### src/sv/tds_pkg.sv
package tds_pkg;
    localparam int MaxRowsDefault = 64;
    localparam int DataW = 32;
    localparam int IdxW = 6;

    typedef struct packed {
        logic load_row;
        logic start_row;
        logic div_super;
        logic div_rhs;
        logic back_first;
        logic back_step;
        logic clear_run;
    } tds_cmd_t;

    typedef struct packed {
        logic mul_done;
        logic div_done;
        logic back_done;
        logic solve_now;
        logic is_row0;
    } tds_sts_t;

    // saturate a 48 bit signed value to 32 bits
    function automatic logic signed [31:0] sat48(input logic signed [47:0] v);
        logic signed [31:0] r;
        if (v > 48'sd2147483647) r = 32'sh7fffffff;
        else if (v < -48'sd2147483648) r = 32'sh80000000;
        else r = v[31:0];
        return r;
    endfunction
endpackage

### src/sv/tds_controller.sv
module tds_controller (
    input  logic              aclk,
    input  logic              aresetn,
    input  logic              s_valid,
    output logic              s_ready,
    output logic              m_valid,
    input  logic              m_ready,
    output tds_pkg::tds_cmd_t cmd,
    input  tds_pkg::tds_sts_t sts
);
    import tds_pkg::*;
    localparam logic [2:0] ST_IDLE = 3'd0, ST_PREP = 3'd1, ST_DIVC = 3'd2,
                           ST_DIVD = 3'd3, ST_CHK = 3'd4, ST_BACK = 3'd5,
                           ST_OUT = 3'd6;

    logic [2:0] state_reg, state_next;
    logic       row0_reg, row0_next;

    // row load, elimination, then the back walk with one result at a time
    always_comb begin
        state_next = state_reg; row0_next = row0_reg;
        cmd = '0;
        case (state_reg)
            ST_IDLE: if (s_valid) begin
                cmd.load_row = 1'b1; state_next = ST_PREP;
            end
            ST_PREP: begin
                cmd.start_row = 1'b1;
                if (sts.mul_done) state_next = ST_DIVC;
            end
            ST_DIVC: begin
                cmd.div_super = 1'b1;
                if (sts.div_done) state_next = ST_DIVD;
            end
            ST_DIVD: begin
                cmd.div_rhs = 1'b1;
                if (sts.div_done) state_next = ST_CHK;
            end
            ST_CHK: begin
                if (sts.solve_now) begin
                    cmd.back_first = 1'b1; state_next = ST_BACK;
                end else state_next = ST_IDLE;
            end
            ST_BACK: begin
                cmd.back_step = 1'b1;
                if (sts.back_done) begin
                    row0_next = sts.is_row0; state_next = ST_OUT;
                end
            end
            ST_OUT: if (m_ready) begin
                if (row0_reg) begin
                    cmd.clear_run = 1'b1; state_next = ST_IDLE;
                end else state_next = ST_BACK;
            end
            default: state_next = ST_IDLE;
        endcase
    end

    always_ff @(posedge aclk) begin
        if (!aresetn) begin
            state_reg <= ST_IDLE; row0_reg <= 1'b0;
        end else begin
            state_reg <= state_next; row0_reg <= row0_next;
        end
    end

    assign s_ready = (state_reg == ST_IDLE);
    assign m_valid = (state_reg == ST_OUT);

    // no input taken while results pending
    a_no_overlap: assert property (@(posedge aclk) disable iff (!aresetn)
        !(s_ready && m_valid)) else $error("ready during output");
    a_hold: assert property (@(posedge aclk) disable iff (!aresetn)
        m_valid && !m_ready |=> m_valid) else $error("result dropped");
    a_div_order: assert property (@(posedge aclk) disable iff (!aresetn)
        state_reg == ST_DIVC && sts.div_done |=> state_reg == ST_DIVD)
        else $error("divide order");
endmodule
### config.mk
export PLATFORM = sky130hd
export DESIGN_NAME = tds_controller
export DESIGN_NICKNAME = d
export VERILOG_FILES = /design/src/sv/tds_pkg.sv /design/src/sv/tds_controller.sv
export SDC_FILE = /design/constraint.sdc
export NUM_CORES = 1
export LEC_CHECK = 0
export ABC_AREA = 1
export BUFFER_PORTS_ARGS = -buffer_cell sky130_fd_sc_hd__buf_4
export CORE_AREA = 10 10 47 49
export CTS_CLUSTER_SIZE = 20
export DETAILED_ROUTE_END_ITERATION = 12
export DIE_AREA = 0 0 57 59
export GPL_TIMING_DRIVEN = 0
export HOLD_SLACK_MARGIN = 0.05
export PLACE_DENSITY = 0.62
export SYNTH_ARGS = -nofsm -noshare
export SYNTH_HDL_FRONTEND = slang
export SYNTH_SLANG_ARGS = --single-unit
### constraint.sdc
create_clock -name aclk -period 1.35 [get_ports aclk]
set_clock_uncertainty 0.05 [all_clocks]
set_input_delay 0.2025 -clock aclk [delete_from_list [all_inputs] [get_ports aclk]]
set_output_delay 0.2025 -clock aclk [all_outputs]
set_load 0.005 [all_outputs]
# --- Word-level counts from Yosys, hierarchy flattened ---
# Cells that the tools add are included.
op_classes:
  reduce_logical: 3
  n_eq_ne: 12
  mux: 20
ops:
  columns: ["operator", "count"]
  rows:
  - ["two-way mux 3 bit", 8]
  - ["case mux 3 bit (7 select lines)", 1]
  - ["two-way mux 1 bit", 11]
  - ["inequality test 2 bit, second input constant", 5]
  - ["== test 3 bit, second input constant", 3]
  - ["== test 3 x 2 -> 1 bit, second input constant", 2]
  - ["AND reduction 6 bit", 1]
  - ["== test 3 x 1 -> 1 bit, second input constant", 1]
  - ["zero test 3 bit", 1]
  - ["inequality test 2 x 1 -> 1 bit, second input constant", 1]
  - ["AND reduction 2 bit", 1]
totals:
  input_bits: 9
  regBits: 4
  out_inout_bits: 9
  word_cells: 37

# --- Depth between registers and ports, before layout ---
# Gate-level depths: netlist (run 1).
depth:
  ltp_word: 3
  ltp_mapped: 10
  mapped_depth_nobuf: 9

# --- Worst setup path after synthesis (run 1) ---
# Ideal clock, no wire load.
synth_timing:
  path_type: "register to register"
  start: "register state_reg[1]"
  end: "register state_reg[0]"
  arrival_ns: 1.012
  required_ns: 1.186
  synth_period_minus_slack_ns: 1.176
  path_buffers: 1
  slack_ns: 0.174
  path_stages_with_launch: 11
  setup_ns: 0.114
  path_cell_list: "dfxtp_1 buf_6 inv_1 nor2_1 nand2_1 nand2_1 clkinv_1 nand3_2 nand2_1 nand2_1 nor2_2"
synth_via:
  elab_chain_cells: 3
  word_cells_on_any_way: 15
  cone_classes: "eq/ne: 12; mux: 1; reduce/logical: 2"
synth_lines:
  columns: ["item", "line_no", "rtl"]
  rows:
  - ["start, declared", "tds_controller.sv:16", "logic [2:0] state_reg, state_next;"]
  - ["start signal, assigned", "tds_controller.sv:63", "state_reg <= state_next; row0_reg <= row0_next;"]
  - ["== test 3 x 1 -> 1 bit (tied with other cells)", "tds_controller.sv:23", "case (state_reg)"]
  - ["inequality test 2 bit (no line) / inequality test 2 x 1 -> 1 bit (equally long branches)", null, null]
  - ["AND reduction 6 bit (no line)", null, null]
# Several ways; a longest one is shown, not always the timed one.
# A chain may end at the register's enable or synchronous reset.

==> metrics.txt, run 1 <==
outcome finished, final reports clean; chip width 57 um; critical path type flop to output pin; Worst-Margin Slew 196 ps; Total Power 1.26 mW; Max-cap violations 0; Layout Nets 100; core area 1400 um^2; # diodes 0; fmax 0.762 GHz; endpoints failing setup 0; simple-gate share of the synthesized area 57.2%; CTS tree built; Skew-Pair Late Insertion Delay 230 ps; FF+latch count, synth 4; number of global-route vias before repair 435; Synth top cells by count 14 x nand2_1, 14 x nor2_1, 9 x inv_1; EDFF count, synth 0; Critical Path RT 1100 ps; Die ar. 3360 um^2; clock root buffer clkbuf_4; sequential power share 20.6%; main combinational cell family by area after synthesis simple AND/OR/NAND/NOR gates; Worst Setup End Kind output pin; switching power 0.594 mW; Sw Share 47.3%; share of post-route cells with drive strength above 1 50.6%; Final Hold Vio Count 0; # port buffers 17; Mapped Area 374 um^2; setup repair after global routing missed its margin yes; max reg flops 3; Rows 14; initial antenna violation count 0; CP arrival 1060 ps; Peak VDD IR 1030 uV; post-synth top area share 21.4%; Final HPWL DP 891 um; area leader, netlist dfxtp_1; register area share after synthesis 21.4%; Remaining DRCs 0; Main synth FF type dfxtp_1; routability cong. 0.787; Logic pwr share 67.9%; Synth Area in Compound Gates 4.01%; fraction of registers with async set/reset 0%; mux cell area share after synthesis 0%; Die Height 59 um; routed vias 455; first-pass GRT wire length 1690 um; xor/xnor cell area share of the yosys netlist 0%; GRT Resource Usage Total 6.09%; top cells by area, synth dfxtp_1 21%, nand2_1 14%, nor2_1 14%; 1st-iter DRT viols 4; Worst-path clk slew 40 ps; crit-path max FO 8; via/cell ratio 4.33; grt ovf 0; clock sinks 4; post-route worst setup slack 37.2 ps; Cell variety after synth 16; IO Count 18; syn nets 77; CTS hold repair buffers 0; Leak 0.333 nW; DR WL/cell 10.3 um; Max Transition Viols Final 0; pin count of the biggest net entering global routing 9; clock buffer depth 2; CTS Buf Count 3; power per cell area 2120 nW/um^2; synthesized area per cell 5.50 um^2; slew margin rel. 86.9%; Final ANT Viol Nets 0; Post-Place Setup Slack 63.0 ps; post-synthesis adder-cell area fraction 0%; Area growth, synth to finish 58.2%; Hold WC Path Type input port to flop; Post-Syn Instances 68; startpoint types flop; First-pass DRT Iterations 3; Starting Density 26.7%; Final Critical Period 1310 ps; period utilisation layout 97.2%; Clock power frac 11.4%; Synth Warn # 0; cell-internal power 0.663 mW; H-tree depth 1; drt total wl 1080 um
[layout by cell type, fill, tap and decap left out]
| cell type | Yosys | routed |
|---|---|---|
| a21oi_1 | 2 | 2 |
| buf_4 | 0 | 18 |
| buf_6 | 1 | 1 |
| clkbuf_4 | 0 | 3 |
| clkinv_2 | 1 | 1 |
| dfxtp_1 | 4 | 2 |
| dfxtp_2 | 0 | 1 |
| dfxtp_4 | 0 | 1 |
| inv_1 | 9 | 7 |
| inv_2 | 3 | 6 |
| nand2_1 | 14 | 14 |
| nand2_2 | 2 | 2 |
| nand3_1 | 7 | 5 |
| nand3_2 | 2 | 4 |
| nor2_1 | 14 | 12 |
| nor2_2 | 4 | 4 |
| nor2_4 | 0 | 2 |
| nor3_2 | 0 | 2 |
| o21ai_0 | 1 | 1 |
| or2_0 | 1 | 1 |
[layer usage]
layer | track usage (%) | routed length (um) | share of wire [%] | vias up
met2 | 11.0 | 600 | 56 | 7
met3 | 0.858 | 27 | 2.5 | 0
met1 | 6.05 | 451 | 42 | 200
met5 | 0 | 0 | 0 | -
met4 | 5.03 | 0 | 0 | 0
li1 | - | - | - | 248
[layout make-up]
| cell class | count | area, um^2 |
|---|---|---|
| Buffer | 1 | 11.3 |
| Clock buffer | 3 | 22.5 |
| Fill cell | 154 | 810 |
| Inverter | 14 | 53.8 |
| Multi-Input combinational cell | 49 | 264 |
| Sequential cell | 4 | 85.1 |
| Tap cell | 16 | 20.0 |
| Timing Repair Buffer | 18 | 135 |
[stage by stage]
stage	hold slack, ps	setup TNS [ps]	area, um^2	utilization (%)	cells
after global placement	402	0	522	37.2	101
after floorplan	273	0	374	-	68
after detailed placement	416	0	522	37.2	101
final	170	0	592	42.2	105
after CTS	164	0	549	39.2	104
after global routing	173	-57.4	592	42.2	105
[cell families (layout without fill, tap and decap cells)]
kind of cell,Yosys count,after routing
buffers and inverters,15,36
AOI/OAI and AO/OA,3,3
and+or+nand+nor,46,46
DFF,4,4
[power groups by stage]
stage,Sequential [mW],Clock [mW],Combinational (mW)
floorplan,0.217,0,0.523
global placement,0.228,0,0.760
detailed placement,0.227,0,0.768
CTS,0.237,0.154,0.775
global route,0.269,0.159,0.955
finish,0.259,0.144,0.854
[what timing repair did]
action,4_1_cts,5_1_grt
gates resized for setup,3,11
hold endpoints to repair,0,0
pin swaps,0,1
endpoints found under the setup margin,4,9
setup buffers,0,1
[final timing paths]
check / start / end / slack [ps] / depth (start not counted)
max: state_reg[1]$_SDFFE_PN0P_ / cmd[2] / 40 / 5
min: aresetn / state_reg[1]$_SDFFE_PN0P_ / 170 / 3
max reg2reg: state_reg[1]$_SDFFE_PN0P_ / state_reg[2]$_SDFFE_PN0P_ / 130 / 8
min reg2reg: row0_reg$_SDFFE_PN0P_ / row0_reg$_SDFFE_PN0P_ / 450 / 2
[worst max-delay path, cell delays in order, from the launching register on]
cell and delay (ps):
dfxtp_1 300, buf_6 140, nor2_2 120, nand3_2 110, inv_2 60, buf_4 100
Note: power is estimated with default switching activity, not from simulation.
==> run 2: changes to the inputs <==
--- a/config.mk
+++ b/config.mk
@@ -7,10 +7,10 @@
 export LEC_CHECK = 0
 export ABC_AREA = 1
 export BUFFER_PORTS_ARGS = -buffer_cell sky130_fd_sc_hd__buf_4
-export CORE_AREA = 10 10 47 49
+export CORE_AREA = 2 2 39 41
 export CTS_CLUSTER_SIZE = 20
 export DETAILED_ROUTE_END_ITERATION = 12
-export DIE_AREA = 0 0 57 59
+export DIE_AREA = 0 0 41 43
 export GPL_TIMING_DRIVEN = 0
 export HOLD_SLACK_MARGIN = 0.05
 export PLACE_DENSITY = 0.62
==> metrics.txt, run 2 (synthesis gave the netlist of run 1 again) <==
Die Height 43 um; power per cell area 2090 nW/um^2; setup TNS 0 ps; H-tree depth 1; Final ANT Viol Nets 0; layer with the highest usage met2; Area growth, synth to finish 59.5%; CTS tree built; Worst-path clk slew 30 ps; crit-path max FO 6; commonest non-fill, non-tap cell in the layout buf_4; IO Count 18; critical path type flop to output pin; routed vias 457; 1st-iter DRT viols 5; Remaining DRCs 0; sequential power share 20.3%; Hold WC Path Type input port to flop; setup repair after global routing missed its margin yes; Layout Nets 101; Worst-Margin Slew 168 ps; first-pass GRT wire length 1420 um; Final Hold Vio Count 0; Skew-Pair Late Insertion Delay 230 ps; core area 1380 um^2; CP Buf/Inv Count 3; initial antenna violation count 0; First-pass DRT Iterations 4; Leak 0.336 nW; chip width 41 um; FF-to-FF path depth 9; Logic pwr share 68.6%; share of post-route cells with drive strength above 1 51.1%; Final HPWL DP 720 um; max reg flops 3; drt total wl 909 um; hold_ws 179 ps; fmax 0.774 GHz; CP arrival 1040 ps; WHS Endpoint state_reg[2]$_SDFFE_PN0P_; routability cong. 0.724; Crit Reg-Reg Startpoint state_reg[1]$_SDFFE_PN0P_; grt ovf 0; switching power 0.581 mW; Total Power 1.25 mW; CTS hold repair buffers 0; endpoints failing setup 0; Max-cap violations 0; Final Critical Period 1290 ps; critical path's largest stage delay 380 ps; Rows 14; worst reg2reg setup slack 130 ps; Critical Path RT 1100 ps; met1 usage 13.8%; clock root buffer clkbuf_4; Worst Setup End Kind output pin; met2 Resource Use GR 18.1%; # diodes 0; Clock power frac 11.1%; clock sinks 4; via/cell ratio 4.31; Peak VDD IR 702 uV; DR WL/cell 8.58 um; fill count 155; Critical R2R Capture state_reg[2]$_SDFFE_PN0P_; CTS Buf Count 3; pin count of the biggest net entering global routing 9; cell depth of the worst hold path 3; Max Transition Viols Final 0; # port buffers 17; number of global-route vias before repair 374; GRT Resource Usage Total 11.9%; period utilisation layout 95.7%; hold_sp aresetn; startpoint types flop; crit-path cells inv_4, nor2_4, nand2_2, clkinv_2, buf_4; Sw Share 46.4%; M3 GR Usage 1.57%; critical path's slowest cell dfxtp_4; outcome finished, final reports clean; cell-internal power 0.670 mW; Starting Density 27.0%; CP top delay family flip-flops; commonest non-fill, non-tap cells in the layout 19 x buf_4, 14 x nand2_1, 10 x nor2_1; slew margin rel. 88.7%; Die ar. 1760 um^2; clock buffer depth 2
[run 2: how the worst max path moves through the flow]
stage	from	end	depth (start not counted)	slack, ps
after floorplan	state_reg[1]$_SDFFE_PN0P_	state_reg[0]$_SDFFE_PN0P_	10	170
after global placement	state_reg[1]$_SDFFE_PN0P_	state_reg[0]$_SDFFE_PN0P_	10	60
after detailed placement	state_reg[1]$_SDFFE_PN0P_	state_reg[0]$_SDFFE_PN0P_	10	50
after CTS	state_reg[1]$_SDFFE_PN0P_	cmd[1]	5	9
after global routing	state_reg[0]$_SDFFE_PN0P_	cmd[1]	5	-5
final	state_reg[0]$_SDFFE_PN0P_	cmd[1]	5	60
[run 2: worst reg2reg max path, stage by stage, from the launching register on]
cell and delay, ps:
dfxtp_1 310, buf_6 140, nor2_1 60, nand3_1 100, buf_4 120, nand2_1 50
nor2_1 110, nand3_2 80, nand2_1 60, nor2_1 30
[run 2: area by class of cell]
cell class	instances	area [um^2]	area share [%]
Timing Repair Buffer	19	143	23.9
Multi-Input combinational cell	49	259	43.4
Buffer	1	11.3	1.89
Clock buffer	3	22.5	3.77
Sequential cell	4	85.1	14.3
Tap cell	16	20.0	3.35
Inverter	14	56.3	9.43
[run 2: metal layers]
layer	up-vias	share of wire, %
met1	192	41
li1	249	-
met5	-	0
met2	14	50
met3	2	8.0
met4	0	0.99
[run 2: what timing repair did]
item | in CTS | in global routing
gates resized for setup | 4 | 10
setup buffers | 0 | 2
cloned | 0 | 0
pin swaps | 0 | 3
setup endpoints to repair | 4 | 9
[run 2: through the flow]
| stage | area [um^2] | setup WS [ps] | utilization, % | std cells |
|---|---|---|---|---|
| finish | 597 | 58.2 | 43.1 | 106 |
| global route | 597 | -5.37 | 43.1 | 106 |
| CTS | 552 | 8.58 | 39.9 | 104 |
| detailed placement | 522 | 51.9 | 37.7 | 101 |
| global placement | 522 | 56.1 | 37.7 | 101 |
| floorplan | 374 | 174 | - | 68 |
[run 2: power by group through the flow]
stage          registers, mW  clock network (mW)  logic, mW
2_1_floorplan          0.217                   0      0.523
3_3_place_gp           0.228                   0      0.748
3_5_place_dp           0.229                   0      0.751
4_1_cts                0.244               0.147      0.763
5_1_grt                0.264               0.154      0.972
6_report               0.254               0.139      0.858
==> run 3: changes to the inputs <==
==> constraint.sdc (replaced) <==
create_clock -name aclk -period 1.35 [get_ports aclk]
set_clock_uncertainty 0.05 [all_clocks]
set_input_delay 0.2025 -clock aclk [delete_from_list [all_inputs] [get_ports aclk]]
set_output_delay 0.2025 -clock aclk [all_outputs]
set_load 0.02 [all_outputs]
==> metrics.txt, run 3 (synthesis gave the netlist of run 1 again) <==
share of post-route cells with drive strength above 1 52.2%; commonest non-fill, non-tap cell in the layout buf_4; hold_ws 177 ps; fin cells 108; Layout Nets 103; startpoint types flop; DR WL/cell 8.42 um; final core occ 45.9%; routability cong. 0.724; crit-path max FO 5; 1st-iter DRT viols 2; Hold WC Path Type input port to flop; clock buffer depth 2; CP Buf/Inv Count 3; Critical Path RT 1100 ps; drt total wl 909 um; critical path's largest stage delay 390 ps; Starting Density 27.0%; critical path's slowest cell dfxtp_4; Final Critical Period 1310 ps; endpoints failing setup 0; chip width 41 um; placed cells 101; CTS tree built; Worst Setup End Kind output pin; Remaining DRCs 0; Peak VDD IR 818 uV; slew margin rel. 88.8%; Worst-path clk slew 30 ps; Worst-Margin Slew 168 ps; Max-cap violations 0; Final ANT Viol Nets 0; CTS hold repair buffers 0; fmax 0.761 GHz; power per cell area 2280 nW/um^2; Die ar. 1760 um^2; clock root buffer clkbuf_4; Total Power 1.45 mW; period utilisation layout 97.3%; Rows 14; via/cell ratio 4.30; commonest non-fill, non-tap cells in the layout 19 x buf_4, 14 x nand2_1, 11 x nor2_1; clock sinks 4; H-tree depth 1; first-pass GRT wire length 1420 um; setup repair after global routing missed its margin yes; Final HPWL DP 720 um; First-pass DRT Iterations 3; CTS Buf Count 3; number of global-route vias before repair 379; fill count 144; critical path type flop to output pin; # diodes 0; Final Hold Vio Count 0; CP arrival 1060 ps; grt ovf 0; Crit path top cell by count inv_4; outcome finished, final reports clean; initial antenna violation count 0; pin count of the biggest net entering global routing 9; core area 1380 um^2; CP top delay family flip-flops; crit-path cells inv_4, nor2_4, nand2_4, inv_4, buf_6; IO Count 18; GRT Resource Usage Total 11.9%; Area growth, synth to finish 69.9%; Die Height 43 um; Skew-Pair Late Insertion Delay 230 ps; Max Transition Viols Final 0; routed vias 464; Leak 0.361 nW; max reg flops 3; # port buffers 17
run 3: worst reg2reg max path, delay by kind of cell, from the launching register on:
family / cells / cell delay (ps)
simple gates: 6 / 540
buf+inv: 2 / 210
flops: 1 / 310
run 3: cell type report:
cell class	count	area, um^2	area share, %
Multi-Input combinational cell	49	272	42.7
Timing Repair Buffer	21	165	26.0
Sequential cell	4	87.6	13.8
Inverter	14	57.6	9.06
Clock buffer	3	22.5	3.54
Tap cell	16	20.0	3.15
Buffer	1	11.3	1.77
run 3: final timing paths:
kind	startpoint	to	slack, ps	cells after the start
setup / recovery	state_reg[0]$_SDFFE_PN0P_	cmd[1]	40	5
hold / removal	aresetn	state_reg[2]$_SDFFE_PN0P_	180	3
setup reg to reg	state_reg[1]$_SDFFE_PN0P_	state_reg[0]$_SDFFE_PN0P_	120	8
hold reg to reg	row0_reg$_SDFFE_PN0P_	row0_reg$_SDFFE_PN0P_	440	2
run 3: timing repair:
item,4_1_cts,5_1_grt
pin swaps,0,4
setup endpoints to repair,4,9
buffers inserted,0,4
resized for setup,5,15
run 3: report_power, final:
group	total [mW]	leakage, nW	switching, mW	internal [mW]
clock network	0.138	0.0138	0.0397	0.0988
logic	1.04	0.313	0.588	0.449
registers	0.272	0.0342	0.0867	0.185
run 3: layer usage:
metal,wire length (um),GRT usage (%),up-vias
met1,389,13.8,197
met3,57,1.57,2
met2,452,18.1,9
li1,-,-,256
met5,0,0,-
met4,9,10.0,0
run 3: per-stage QoR:
step                cell area [um^2]  TNS (ps)  worst slack, ps
finish                           636         0             36.5
detailed placement               522         0             51.9
global placement                 522         0             56.1
floorplan                        374         0             63.3
CTS                              557     -1.71            -1.71
global route                     636     -43.4            -15.0
